## src/owcc_pkg.sv

```systemverilog
// ----------------------------------------------------------------------------
// owcc_pkg: shared types and constants of the 1-wire command frame checker
// Result, run and code types, frame constants and the crc16 byte update.
// ----------------------------------------------------------------------------
package owcc_pkg;

  // results one transaction can cause at most
  localparam int unsigned MAX_RESULTS = 4;
  localparam int unsigned RES_IDX_W   = 2;
  // default depth of the run queue between front and back
  localparam int unsigned QUEUE_DEPTH = 4;

  localparam logic [15:0] CRC_POLY_R   = 16'hC001;
  localparam logic [15:0] CRC_RESIDUE  = 16'hB001;
  localparam logic [7:0]  RELEASE_BYTE = 8'hAA;
  localparam logic [9:0]  HDR_COUNT    = 10'd2;

  // register reset values
  localparam logic       RST_CHECK_CRC = 1'b1;
  localparam logic [7:0] RST_SKIP_ROM  = 8'hCC;
  localparam logic [7:0] RST_START     = 8'h66;
  localparam logic [7:0] RST_NO_REPLY  = 8'hFF;

  typedef enum logic [1:0] {
    REQ_BEGIN    = 2'd0,
    REQ_PRESENCE = 2'd1,
    REQ_PAYLOAD  = 2'd2,
    REQ_RX_BYTE  = 2'd3
  } req_e;

  typedef enum logic [1:0] {
    CFG_CHECK_CRC = 2'd0,
    CFG_SKIP_ROM  = 2'd1,
    CFG_START     = 2'd2,
    CFG_NO_REPLY  = 2'd3
  } cfg_e;

  typedef enum logic [2:0] {
    ACT_RESET = 3'd0,
    ACT_SEND  = 3'd1,
    ACT_READ  = 3'd2,
    ACT_DELAY = 3'd3,
    ACT_DATA  = 3'd4,
    ACT_DONE  = 3'd5
  } action_e;

  typedef enum logic [2:0] {
    ST_OK         = 3'd0,
    ST_NO_DEVICE  = 3'd1,
    ST_SEND_CRC   = 3'd2,
    ST_NO_REPLY   = 3'd3,
    ST_REPLY_CRC  = 3'd4,
    ST_LEN_MISMATCH = 3'd5
  } status_e;

  typedef struct packed {
    action_e     action;
    logic [7:0]  byte_value;
    logic [9:0]  count;
    status_e     status;
  } result_t;

  // all results caused by one input transaction
  typedef struct packed {
    logic [RES_IDX_W-1:0]             last_idx;
    result_t [MAX_RESULTS-1:0]        res;
  } run_t;

  // crc16 arc, reflected, one byte
  function automatic logic [15:0] crc_byte(input logic [15:0] crc, input logic [7:0] b);
    logic [7:0]  d;
    logic [15:0] c;
    d = b ^ crc[7:0];
    c = {8'h00, crc[15:8]};
    if (^d) begin
      c = c ^ CRC_POLY_R;
    end
    c = c ^ {2'b00, d, 6'b0} ^ {1'b0, d, 7'b0};
    return c;
  endfunction

endpackage

```

## src/owcc_front.sv

```systemverilog
// ----------------------------------------------------------------------------
// owcc_front: command sequencer
// Accepts input transactions, tracks the exchange phase and both crc checks,
// and builds the run of results each transaction causes.
// ----------------------------------------------------------------------------
module owcc_front
  import owcc_pkg::*;
(
  input  logic        clk_i,
  input  logic        rst_ni,
  input  logic        cfg_we_i,
  input  logic [1:0]  cfg_idx_i,
  input  logic [7:0]  cfg_wdata_i,
  input  logic        in_valid_i,
  input  logic        in_ready_i,
  input  req_e        req_type_i,
  input  logic [7:0]  payload_length_i,
  input  logic [7:0]  expected_length_i,
  input  logic [9:0]  wait_ms_i,
  input  logic        presence_level_i,
  input  logic [7:0]  data_byte_i,
  output logic        push_o,
  output run_t        run_o
);

  typedef enum logic [7:0] {
    PH_IDLE     = 8'b0000_0001,
    PH_PRESENCE = 8'b0000_0010,
    PH_PAYLOAD  = 8'b0000_0100,
    PH_SCRC1    = 8'b0000_1000,
    PH_SCRC2    = 8'b0001_0000,
    PH_DUMMY    = 8'b0010_0000,
    PH_LEN      = 8'b0100_0000,
    PH_REPLY    = 8'b1000_0000
  } phase_e;

  function automatic result_t mk(input action_e a, input logic [7:0] b,
                                 input logic [9:0] c, input status_e s);
    result_t r;
    r.action     = a;
    r.byte_value = b;
    r.count      = c;
    r.status     = s;
    return r;
  endfunction

  logic       check_crc_q;
  logic [7:0] skip_rom_q, start_q, no_reply_q;

  phase_e      phase_q, phase_d;
  logic [15:0] crc_q, crc_d;
  logic [7:0]  pay_rem_q, pay_rem_d;
  logic [7:0]  exp_len_q, exp_len_d;
  logic [9:0]  wait_q, wait_d;
  logic [7:0]  rep_len_q, rep_len_d;
  logic [8:0]  rep_rem_q, rep_rem_d;

  logic        accept;
  logic [2:0]  nres;
  logic [15:0] crc_hdr, crc_b, crc_len;
  logic [7:0]  pay_rem_dec;
  logic [8:0]  rep_rem_dec;

  assign accept      = in_valid_i && in_ready_i;
  assign crc_hdr     = crc_byte(crc_byte(16'h0000, start_q), pay_rem_q);
  assign crc_b       = crc_byte(crc_q, data_byte_i);
  assign crc_len     = crc_byte(16'h0000, data_byte_i);
  assign pay_rem_dec = pay_rem_q - 8'd1;
  assign rep_rem_dec = rep_rem_q - 9'd1;

  // next state and result run
  always_comb begin
    phase_d   = phase_q;
    crc_d     = crc_q;
    pay_rem_d = pay_rem_q;
    exp_len_d = exp_len_q;
    wait_d    = wait_q;
    rep_len_d = rep_len_q;
    rep_rem_d = rep_rem_q;
    run_o.res = '0;
    nres      = 3'd0;
    case (req_type_i)
      REQ_BEGIN: begin
        pay_rem_d = payload_length_i;
        exp_len_d = expected_length_i;
        wait_d    = wait_ms_i;
        rep_len_d = 8'd0;
        rep_rem_d = 9'd0;
        run_o.res[0] = mk(ACT_RESET, 8'd0, 10'd0, ST_OK);
        nres      = 3'd1;
        phase_d   = PH_PRESENCE;
      end
      REQ_PRESENCE: begin
        if (phase_q == PH_PRESENCE) begin
          if (presence_level_i) begin
            run_o.res[0] = mk(ACT_RESET, 8'd0, 10'd0, ST_OK);
            run_o.res[1] = mk(ACT_DONE, 8'd0, 10'd0, ST_NO_DEVICE);
            nres    = 3'd2;
            phase_d = PH_IDLE;
          end else begin
            run_o.res[0] = mk(ACT_SEND, skip_rom_q, 10'd0, ST_OK);
            run_o.res[1] = mk(ACT_SEND, start_q, 10'd0, ST_OK);
            run_o.res[2] = mk(ACT_SEND, pay_rem_q, 10'd0, ST_OK);
            crc_d = crc_hdr;
            if (pay_rem_q == 8'd0) begin
              run_o.res[3] = mk(ACT_READ, 8'd0, HDR_COUNT, ST_OK);
              nres    = 3'd4;
              phase_d = PH_SCRC1;
            end else begin
              nres    = 3'd3;
              phase_d = PH_PAYLOAD;
            end
          end
        end
      end
      REQ_PAYLOAD: begin
        if (phase_q == PH_PAYLOAD) begin
          run_o.res[0] = mk(ACT_SEND, data_byte_i, 10'd0, ST_OK);
          crc_d     = crc_b;
          pay_rem_d = pay_rem_dec;
          if (pay_rem_dec == 8'd0) begin
            run_o.res[1] = mk(ACT_READ, 8'd0, HDR_COUNT, ST_OK);
            nres    = 3'd2;
            phase_d = PH_SCRC1;
          end else begin
            nres = 3'd1;
          end
        end
      end
      default: begin
        // byte received from the device
        case (phase_q)
          PH_SCRC1: begin
            crc_d   = crc_b;
            phase_d = PH_SCRC2;
          end
          PH_SCRC2: begin
            crc_d = crc_b;
            if (crc_b != CRC_RESIDUE && check_crc_q) begin
              run_o.res[0] = mk(ACT_RESET, 8'd0, 10'd0, ST_OK);
              run_o.res[1] = mk(ACT_DONE, 8'd0, 10'd0, ST_SEND_CRC);
              nres    = 3'd2;
              phase_d = PH_IDLE;
            end else begin
              // optional release byte and delay, then the reply header
              if (wait_q != 10'd0) begin
                run_o.res[0] = mk(ACT_SEND, RELEASE_BYTE, 10'd0, ST_OK);
                run_o.res[1] = mk(ACT_DELAY, 8'd0, wait_q, ST_OK);
                run_o.res[2] = mk(ACT_READ, 8'd0, HDR_COUNT, ST_OK);
                nres = 3'd3;
              end else begin
                run_o.res[0] = mk(ACT_READ, 8'd0, HDR_COUNT, ST_OK);
                nres = 3'd1;
              end
              phase_d = PH_DUMMY;
            end
          end
          PH_DUMMY: begin
            phase_d = PH_LEN;
          end
          PH_LEN: begin
            rep_len_d = data_byte_i;
            if (data_byte_i == no_reply_q) begin
              run_o.res[0] = mk(ACT_DONE, 8'd0, {2'b00, data_byte_i}, ST_NO_REPLY);
              nres    = 3'd1;
              phase_d = PH_IDLE;
            end else begin
              crc_d     = crc_len;
              rep_rem_d = {1'b0, data_byte_i} + 9'd2;
              run_o.res[0] = mk(ACT_READ, 8'd0, {1'b0, rep_rem_d}, ST_OK);
              nres    = 3'd1;
              phase_d = PH_REPLY;
            end
          end
          PH_REPLY: begin
            crc_d     = crc_b;
            rep_rem_d = rep_rem_dec;
            if (rep_rem_q > 9'd2) begin
              run_o.res[0] = mk(ACT_DATA, data_byte_i, 10'd0, ST_OK);
              nres = 3'd1;
            end
            if (rep_rem_dec == 9'd0) begin
              // reply crc error wins over a length mismatch
              if (crc_b != CRC_RESIDUE) begin
                run_o.res[0] = mk(ACT_DONE, 8'd0, {2'b00, rep_len_q}, ST_REPLY_CRC);
              end else if (exp_len_q != rep_len_q) begin
                run_o.res[0] = mk(ACT_DONE, 8'd0, {2'b00, rep_len_q}, ST_LEN_MISMATCH);
              end else begin
                run_o.res[0] = mk(ACT_DONE, 8'd0, {2'b00, rep_len_q}, ST_OK);
              end
              nres    = 3'd1;
              phase_d = PH_IDLE;
            end
          end
          default: begin
          end
        endcase
      end
    endcase
    run_o.last_idx = RES_IDX_W'(nres - 3'd1);
  end

  assign push_o = accept && (nres != 3'd0);

  // configuration registers
  always_ff @(posedge clk_i or negedge rst_ni) begin
    if (!rst_ni) begin
      check_crc_q <= RST_CHECK_CRC;
      skip_rom_q  <= RST_SKIP_ROM;
      start_q     <= RST_START;
      no_reply_q  <= RST_NO_REPLY;
    end else if (cfg_we_i) begin
      unique case (cfg_e'(cfg_idx_i))
        CFG_CHECK_CRC: check_crc_q <= cfg_wdata_i[0];
        CFG_SKIP_ROM:  skip_rom_q  <= cfg_wdata_i;
        CFG_START:     start_q     <= cfg_wdata_i;
        CFG_NO_REPLY:  no_reply_q  <= cfg_wdata_i;
        default: begin
        end
      endcase
    end
  end

  // exchange state
  always_ff @(posedge clk_i or negedge rst_ni) begin
    if (!rst_ni) begin
      phase_q   <= PH_IDLE;
      crc_q     <= 16'h0000;
      pay_rem_q <= 8'd0;
      exp_len_q <= 8'd0;
      wait_q    <= 10'd0;
      rep_len_q <= 8'd0;
      rep_rem_q <= 9'd0;
    end else if (accept) begin
      phase_q   <= phase_d;
      crc_q     <= crc_d;
      pay_rem_q <= pay_rem_d;
      exp_len_q <= exp_len_d;
      wait_q    <= wait_d;
      rep_len_q <= rep_len_d;
      rep_rem_q <= rep_rem_d;
    end
  end

endmodule

```

## config.mk

```make
export PLATFORM = sky130hd
export DESIGN_NAME = owcc_front
export DESIGN_NICKNAME = d
export VERILOG_FILES = /design/src/owcc_pkg.sv /design/src/owcc_front.sv
export SDC_FILE = /design/constraint.sdc
export NUM_CORES = 1
export LEC_CHECK = 0
export BUFFER_PORTS_ARGS = -buffer_cell sky130_fd_sc_hd__buf_2
export CORE_ASPECT_RATIO = 1.75
export CORE_MARGIN = 2
export CORE_UTILIZATION = 48
export DETAILED_ROUTE_END_ITERATION = 10
export PLACE_DENSITY_LB_ADDON = 0.3
export SETUP_SLACK_MARGIN = 0.5
export SLEW_MARGIN = 20
export SYNTH_ARGS = -nofsm -noshare
export SYNTH_HDL_FRONTEND = slang
export SYNTH_SLANG_ARGS = --single-unit
```

## constraint.sdc

```tcl
create_clock -name clk_i -period 7.5 [get_ports clk_i]
set_input_delay 0.375 -clock clk_i [delete_from_list [all_inputs] [get_ports clk_i]]
set_output_delay 0.375 -clock clk_i [all_outputs]
set_load 0.01 [all_outputs]
```

==> summary.md, run 1 <==
| Metric | Value |
|---|---|
| Postcts setup bufs | `0` |
| HPWL after DPL | `around 16000 um` |
| CTS clk-pin slew, worst paths | `0.07 ns` |
| CP startpoint kind | `flop` |
| CP Class | `reg -> out` |
| CTS Buf Count | `9` |
| Die span in x | `about 96 um` |
| Critical Path End Type | `output pin` |
| Synth unique cells | `81` |
| Post-route clock period utilization | `0.542` |
| Final core occ | `0.551` |
| RSZ-0062 raised after global routing | `false` |
| Req. time, crit path | `7.12 ns` |
| Status | `complete, no violations` |
| Vias | `6042` |
| IO Port Bufs | `113` |
| Via/cell ratio | `5.84` |
| Synthesized flop and latch total | `92` |
| PwrDens | `323 nW/um^2` |
| First-pass GRT wire length | `30700 um` |
| Clock Tree Buf Depth | `2` |
| Max Fclk | `246 MHz` |
| Initial core utilization | `0.493` |
| Max_slew headroom | `0.333` |
| GRT Total Usage | `0.257` |
| Tmin final | `4.06 ns` |
| # setup viols final | `0` |
| Post-synth EDFFs | `0` |
| Largest net degree at the start of global routing | `78` |
| Most common cell after layout, fill and taps aside | `buf_2` |
| Total grt overflow | `0` |
| Fillcell total | `1374` |
| Worst-path maximum fanout | `12` |
| CP peak stage delay | `around 0.74 ns` |
| Remaining antenna violation count | `0` |
| Synth Area per Inst | `9.36 um^2` |
| Cell count after synthesis | `757` |
| DIE HEIGHT | `165 um` |
| Ordered cell list for the critical path | `inv_1, ha_1, or4b_1, nor2b_2, xnor2_1, nand4_1, nor2_1, a2111o_1, nand2_1, ha_1, inv_1, buf_2` |
| # diodes | `0` |
| HP Class | `in -> reg` |
| Syn. warnings | `0` |
| Post-synth top flop | `dfrtp_1` |
| Clock latency on the worst-skew pair | `roughly 0.35 ns` |
| CP max stage cell | `nor2_1` |
| DRT Pass-1 Iters | `7` |
| RePlAce Congestion | `approximately 0.92` |
| Iteration-0 DRC Markers | `384` |
| Post-synthesis instance area | `about 7100 um^2` |
| Setup TNS | `0 ns` |
| Layout Nets | `924` |
| Total Wirelength | `~20000 um` |
| Ports | `between 150 and 200` |
| Critical Path AT | `3.69 ns` |
| Via count of the first global-routing pass | `~5800` |
| Max-cap violations | `0` |
| Layout cell share with drive strength beyond 1 | `0.267` |
| Clk sinks | `92` |
| Placement Rows | `between 50 and 60` |
| Most frequent cells in the layout | `112 x buf_2, 74 x dfrtp_1, 52 x nor2_1` |
| Final hold slack | `0.253 ns` |
| CTS HTree Levels | `3` |
| LEAKAGE | `3.63 nW` |
| Post-route DRC | `0` |
| Fin Clk Skew | `between 0.009 and 0.01 ns` |
| CTS Root Cell | `clkbuf_16` |
| Routed WL per cell | `19.4 um` |
| Die area | `15800 um^2` |
| Synth async-reset ratio | `1.00` |
| CTS tree | `yes` |
| Actual slew at the worst max-slew pin | `approximately 1.0 ns` |
| Max VDD drop | `0.199 mV` |
| CORE AREA | `14400 um^2` |
| Slew Limit Fails | `0` |
| Final-report hold violation count | `0` |
| FF+latch area | `2320 um^2` |
| P&R area growth vs syn | `11.8%` |
| Antenna violations before repair | `0` |
| Footprint of the multi-input gates | `4330 um^2` |
| Seq/Total Area, Yosys | `0.328` |
==> stage by stage <==
stage / power [W] / area, um^2 / std cells / worst slack, ns
6_report: 0.00256 / 7920 / 1034 / 3.44
3_5_place_dp: 0.00208 / 7580 / 1016 / 3.73
5_1_grt: 0.00271 / 7920 / 1034 / 3.20
3_3_place_gp: 0.00206 / 7580 / 1016 / 3.82
2_1_floorplan: 0.00179 / 7220 / 793 / 4.28
4_1_cts: 0.00254 / 7890 / 1033 / 3.47
==> report_power, final <==
group	switching (W)	leakage, nW	internal (W)
logic	0.000732	2.37	0.000587
clock network	0.000220	0.147	0.000234
registers	0.000151	1.11	0.000634
==> path summary, 6_finish.rpt <==
kind,endpoint,depth (start not counted),slack [ns],start
max in group asynchronous,start_q[1]$_DFFE_PN1P_,4,6.08,rst_ni
min in group asynchronous,pay_rem_q[2]$_DFFE_PN0P_,2,0.43,rst_ni
max,run_o[97],12,3.44,rep_rem_q[0]$_DFFE_PN0P_
max reg2reg,crc_q[3]$_DFFE_PN0P_,7,4.01,phase_q[1]$_DFFE_PN0P_
min reg2reg,crc_q[14]$_DFFE_PN0P_,2,0.51,crc_q[14]$_DFFE_PN0P_
min,wait_q[8]$_DFFE_PN0P_,2,0.25,wait_ms_i[8]
==> flip-flops by register name, summed over array words and instances (netlist names) <==
| signal | count |
|---|---|
| crc_q | 16 |
| wait_q | 10 |
| rep_rem_q | 9 |
| exp_len_q | 8 |
| no_reply_q | 8 |
| pay_rem_q | 8 |
| phase_q | 8 |
| rep_len_q | 8 |
| skip_rom_q | 8 |
| start_q | 8 |
| check_crc_q | 1 |
==> cell usage after synthesis (17+ instances only) <==
library cell | count | area [um^2]
mux2_2 | 48 | 541
dfstp_2 | 18 | 473
nand2_1 | 49 | 184
o21ai_0 | 43 | 215
a21oi_1 | 26 | 130
nor2_1 | 52 | 195
inv_1 | 28 | 105
clkbuf_1 | 22 | 82.6
xnor2_1 | 44 | 385
xor2_1 | 23 | 201
buf_4 | 42 | 315
ha_1 | 23 | 288
dfrtp_1 | 74 | 1850
a22oi_1 | 17 | 128
and2_1 | 20 | 125
nor3_1 | 26 | 130
nand3_1 | 22 | 110
==> timing repair <==
action / 4_1_cts / 5_1_grt
endpoints found under the setup margin: 0 / 0
resized for setup: 0 / 0
hold buffers: 1 / 0
endpoints found under the hold margin: 14 / 0
==> logic make-up after synthesis <==
group,count (synthesis),synth area share
simple gates,228,0.168
compound gates,168,0.162
buf+inv,104,0.0816
flops,92,0.328
xor+xnor,84,0.130
mux,57,0.0894
fa+ha+maj,23,0.0406
other cells,1,0.000529
==> routing by layer <==
layer	global-route usage	vias to the layer above	wire [um]	part of all wire
li1	-	2822	-	-
met1	0.283	2924	7400	0.37
met2	0.466	236	10700	0.53
met3	0.0360	60	946	0.047
met4	0.133	0	996	0.050
met5	0	-	0	0
==> critical path: cells and delay by family, from the launching register on <==
family,cells,cell delay [ns]
and+or+nand+nor,5,1.74
adders and majority gates,2,0.57
DFF,1,0.40
buffers and inverters,3,0.30
AOI/OAI and AO/OA,1,0.18
xor gates and xnor gates,1,0.14
==> area by class of cell <==
| type | instances | area share |
|---|---|---|
| multi-input cells | 597 | 0.546 |
| flip-flops and latches | 92 | 0.293 |
| repair buffers | 119 | 0.0802 |
| clock buffers | 9 | 0.0284 |
| well taps | 180 | 0.0284 |
| inverters | 30 | 0.0142 |
| clock inverters | 7 | 0.00885 |
Note: power is estimated with default switching activity, not from simulation.
==> run 2: changes to the inputs <==
==> constraint.sdc (replaced) <==
create_clock -name clk_i -period 3.3 [get_ports clk_i]
set_input_delay 0.165 -clock clk_i [delete_from_list [all_inputs] [get_ports clk_i]]
set_output_delay 0.165 -clock clk_i [all_outputs]
set_load 0.01 [all_outputs]
==> summary.md, run 2 (synthesis gave the netlist of run 1 again) <==
| Metric | Value |
|---|---|
| Post-route clock period utilization | `1.05` |
| Vias | `6447 (+6.7%)` |
| First-pass GRT wire length | `32300 um (+5.0%)` |
| Via/cell ratio | `5.87 (+0.48%)` |
| Worst-path maximum fanout | `5 (-7)` |
| # diodes | `0 (unchanged)` |
| CTS tree | `yes` |
| Actual slew at the worst max-slew pin | `0.883 ns (-0.115 ns)` |
| Worst Setup Slack, final | `-0.166 ns (-3.60 ns)` |
| CP Class | `reg -> out` |
| Most frequent cells in the layout | `112 x buf_2, 73 x dfrtp_1, 61 x buf_4` |
| Tmin final | `between 3 and 4 ns` |
| Critical Path End Type | `output pin` |
| Largest regs | `crc_q: 16 flops, wait_q: 10 flops, rep_rem_q: 9 flops` |
| Max_slew headroom | `0.411 (+0.0783)` |
| CTS HTree Levels | `3 (unchanged)` |
| Max VDD drop | `0.454 mV (+130%)` |
| Final-report hold violation count | `0 (unchanged)` |
| CTS clk-pin slew, worst paths | `0.07 ns (about the same)` |
| FF+latch area | `2330 um^2 (about the same)` |
| Setup TNS | `-2.22 ns (-2.22 ns)` |
| Total Wirelength | `21900 um (+8.8%)` |
| Footprint of the multi-input gates | `4570 um^2 (+5.7%)` |
| Violations in the final reports | `setup timing` |
| Placed Cells incl. Taps | `1043 (+2.7%)` |
| Status | `finished with violations` |
| Slew Limit Fails | `0 (unchanged)` |
| Layout cell share with drive strength beyond 1 | `0.362 (+0.0947)` |
| IO Port Bufs | `113 (unchanged)` |
| DIE HEIGHT | `165 um (unchanged)` |
| Via count of the first global-routing pass | `6110 (+4.7%)` |
| Fin Clk Skew | `0.00499 ns (-0.00418 ns)` |
| Total grt overflow | `0 (unchanged)` |
| Clock Tree Buf Depth | `2 (unchanged)` |
| Fillcell total | `1255 (-8.7%)` |
| Layout Nets | `988 (+6.9%)` |
| Iteration-0 DRC Markers | `458 (+19%)` |
| HP Class | `in -> reg` |
| Max reg flops | `16 (unchanged)` |
| Remaining antenna violation count | `0 (unchanged)` |
| DRT Pass-1 Iters | `8 (+1)` |
| Antenna violations before repair | `0 (unchanged)` |
| CTS Root Cell | `clkbuf_16` |
| Routed WL per cell | `19.9 um (+2.5%)` |
| CORE AREA | `14400 um^2 (unchanged)` |
| CP startpoint kind | `flop` |
| RSZ-0062 raised after global routing | `true` |
| Placement Rows | `58 (unchanged)` |
| RePlAce Congestion | `0.976 (+5.8%)` |
| Critical Path AT | `3.30 ns (-0.39 ns)` |
| Clock latency on the worst-skew pair | `0.35 ns (about the same)` |
| P&R area growth vs syn | `22.3%` |
| GRT Total Usage | `0.273 (+0.0162)` |
| HPWL after DPL | `16100 um (+3.8%)` |
| Fin cells | `1098 (+6.2%)` |
| Clk sinks | `92 (unchanged)` |
| Ports | `151 (unchanged)` |
| Max-cap violations | `0 (unchanged)` |
| LEAKAGE | `3.98 nW (+9.6%)` |
| Overall power | `0.00638 W (+150%)` |
| Die span in x | `95.8 um (unchanged)` |
| Post-route DRC | `0 (unchanged)` |
| Biggest register | `crc_q` |
| CTS Buf Count | `9 (unchanged)` |
| # setup viols final | `23 (+23)` |
| Req. time, crit path | `3.13 ns (-3.99 ns)` |
| Final hold slack | `0.0369 ns (-0.217 ns)` |
| Initial core utilization | `0.493 (unchanged)` |
| Most common cell after layout, fill and taps aside | `buf_2` |
| Die area | `15800 um^2 (unchanged)` |
| Largest net degree at the start of global routing | `59 (-24%)` |
| Max Fclk | `approximately 290 MHz` |
| PwrDens | `737 nW/um^2 (+130%)` |
[run 2: cell types whose count changed in the layout (fill, tap and decap cells not counted), moves of 4 or more]
cell     before  now
buf_6         0    6
a22oi_1      17    9
o22ai_1      10    6
a22oi_2       0    8
o22ai_2       0    4
buf_4         5   61
[run 2: power breakdown]
group / leakage (nW) / switching (W) / internal (W)
logic: 2.74 / 0.00187 / 0.00170
clock network: 0.132 / 0.000493 / 0.000521
registers: 1.11 / 0.000355 / 0.00144
total: 3.98 / 0.00272 / 0.00367
[run 2: path summary, 6_finish.rpt]
kind / slack, ns / endpoint / cells after the start / startpoint
max in group asynchronous: 1.99 / no_reply_q[4]$_DFFE_PN1P_ / 3 / rst_ni
hold / removal: 0.04 / wait_q[7]$_DFFE_PN0P_ / 2 / wait_ms_i[7]
setup / recovery: -0.17 / run_o[97] / 14 / crc_q[4]$_DFFE_PN0P_
hold reg to reg: 0.51 / skip_rom_q[0]$_DFFE_PN0P_ / 1 / skip_rom_q[0]$_DFFE_PN0P_
min in group asynchronous: 0.42 / pay_rem_q[7]$_DFFE_PN0P_ / 2 / rst_ni
setup reg to reg: 0.39 / phase_q[5]$_DFFE_PN0P_ / 13 / crc_q[4]$_DFFE_PN0P_
[run 2: per-stage QoR]
stage,cell area [um^2],setup slack (ns),utilization
after floorplan,7230,0.498,-
after global placement,7810,0.229,0.544
after detailed placement,7810,0.167,0.544
after CTS,8500,-0.0669,0.592
after global routing,8670,-0.454,0.603
final,8670,-0.166,0.603
[run 2: area by class of cell]
cell class	instances	share of cell area
Timing Repair Buffer	183	0.132
Clock buffer	9	0.0260
Multi-Input combinational cell	597	0.528
Tap cell	180	0.0260
Inverter	30	0.0130
Sequential cell	92	0.268
Clock inverter	7	0.00650
[run 2: worst max-delay path: stages, from the launching register on]
cell      delay [ns]
dfrtp_1         0.42
xnor2_2         0.25
xor2_2          0.26
xnor2_2         0.17
xor2_1          0.21
ha_1            0.17
nand3b_1        0.08
nor4_1          0.18
nand3_1         0.19
o21ai_4         0.28
a2111o_1        0.19
nand2_2         0.06
ha_1            0.31
inv_2           0.05
buf_2           0.11
[run 2: metal layers]
| metal | share of wire | GRT usage | vias up |
|---|---|---|---|
| met5 | 0 | 0 | - |
| met4 | 0.053 | 0.145 | 0 |
| met3 | 0.054 | 0.0392 | 81 |
| met2 | 0.54 | 0.495 | 280 |
| met1 | 0.35 | 0.299 | 3144 |
| li1 | - | - | 2942 |
[run 2: what timing repair did]
item                       in CTS  in global routing
hold buffers                    1                  0
gates resized for setup        43                 20
setup buffers                  27                 10
hold endpoints to repair       51                  0
setup endpoints to repair      48                 62
pin swaps                      14                 20
cloned                          1                  0
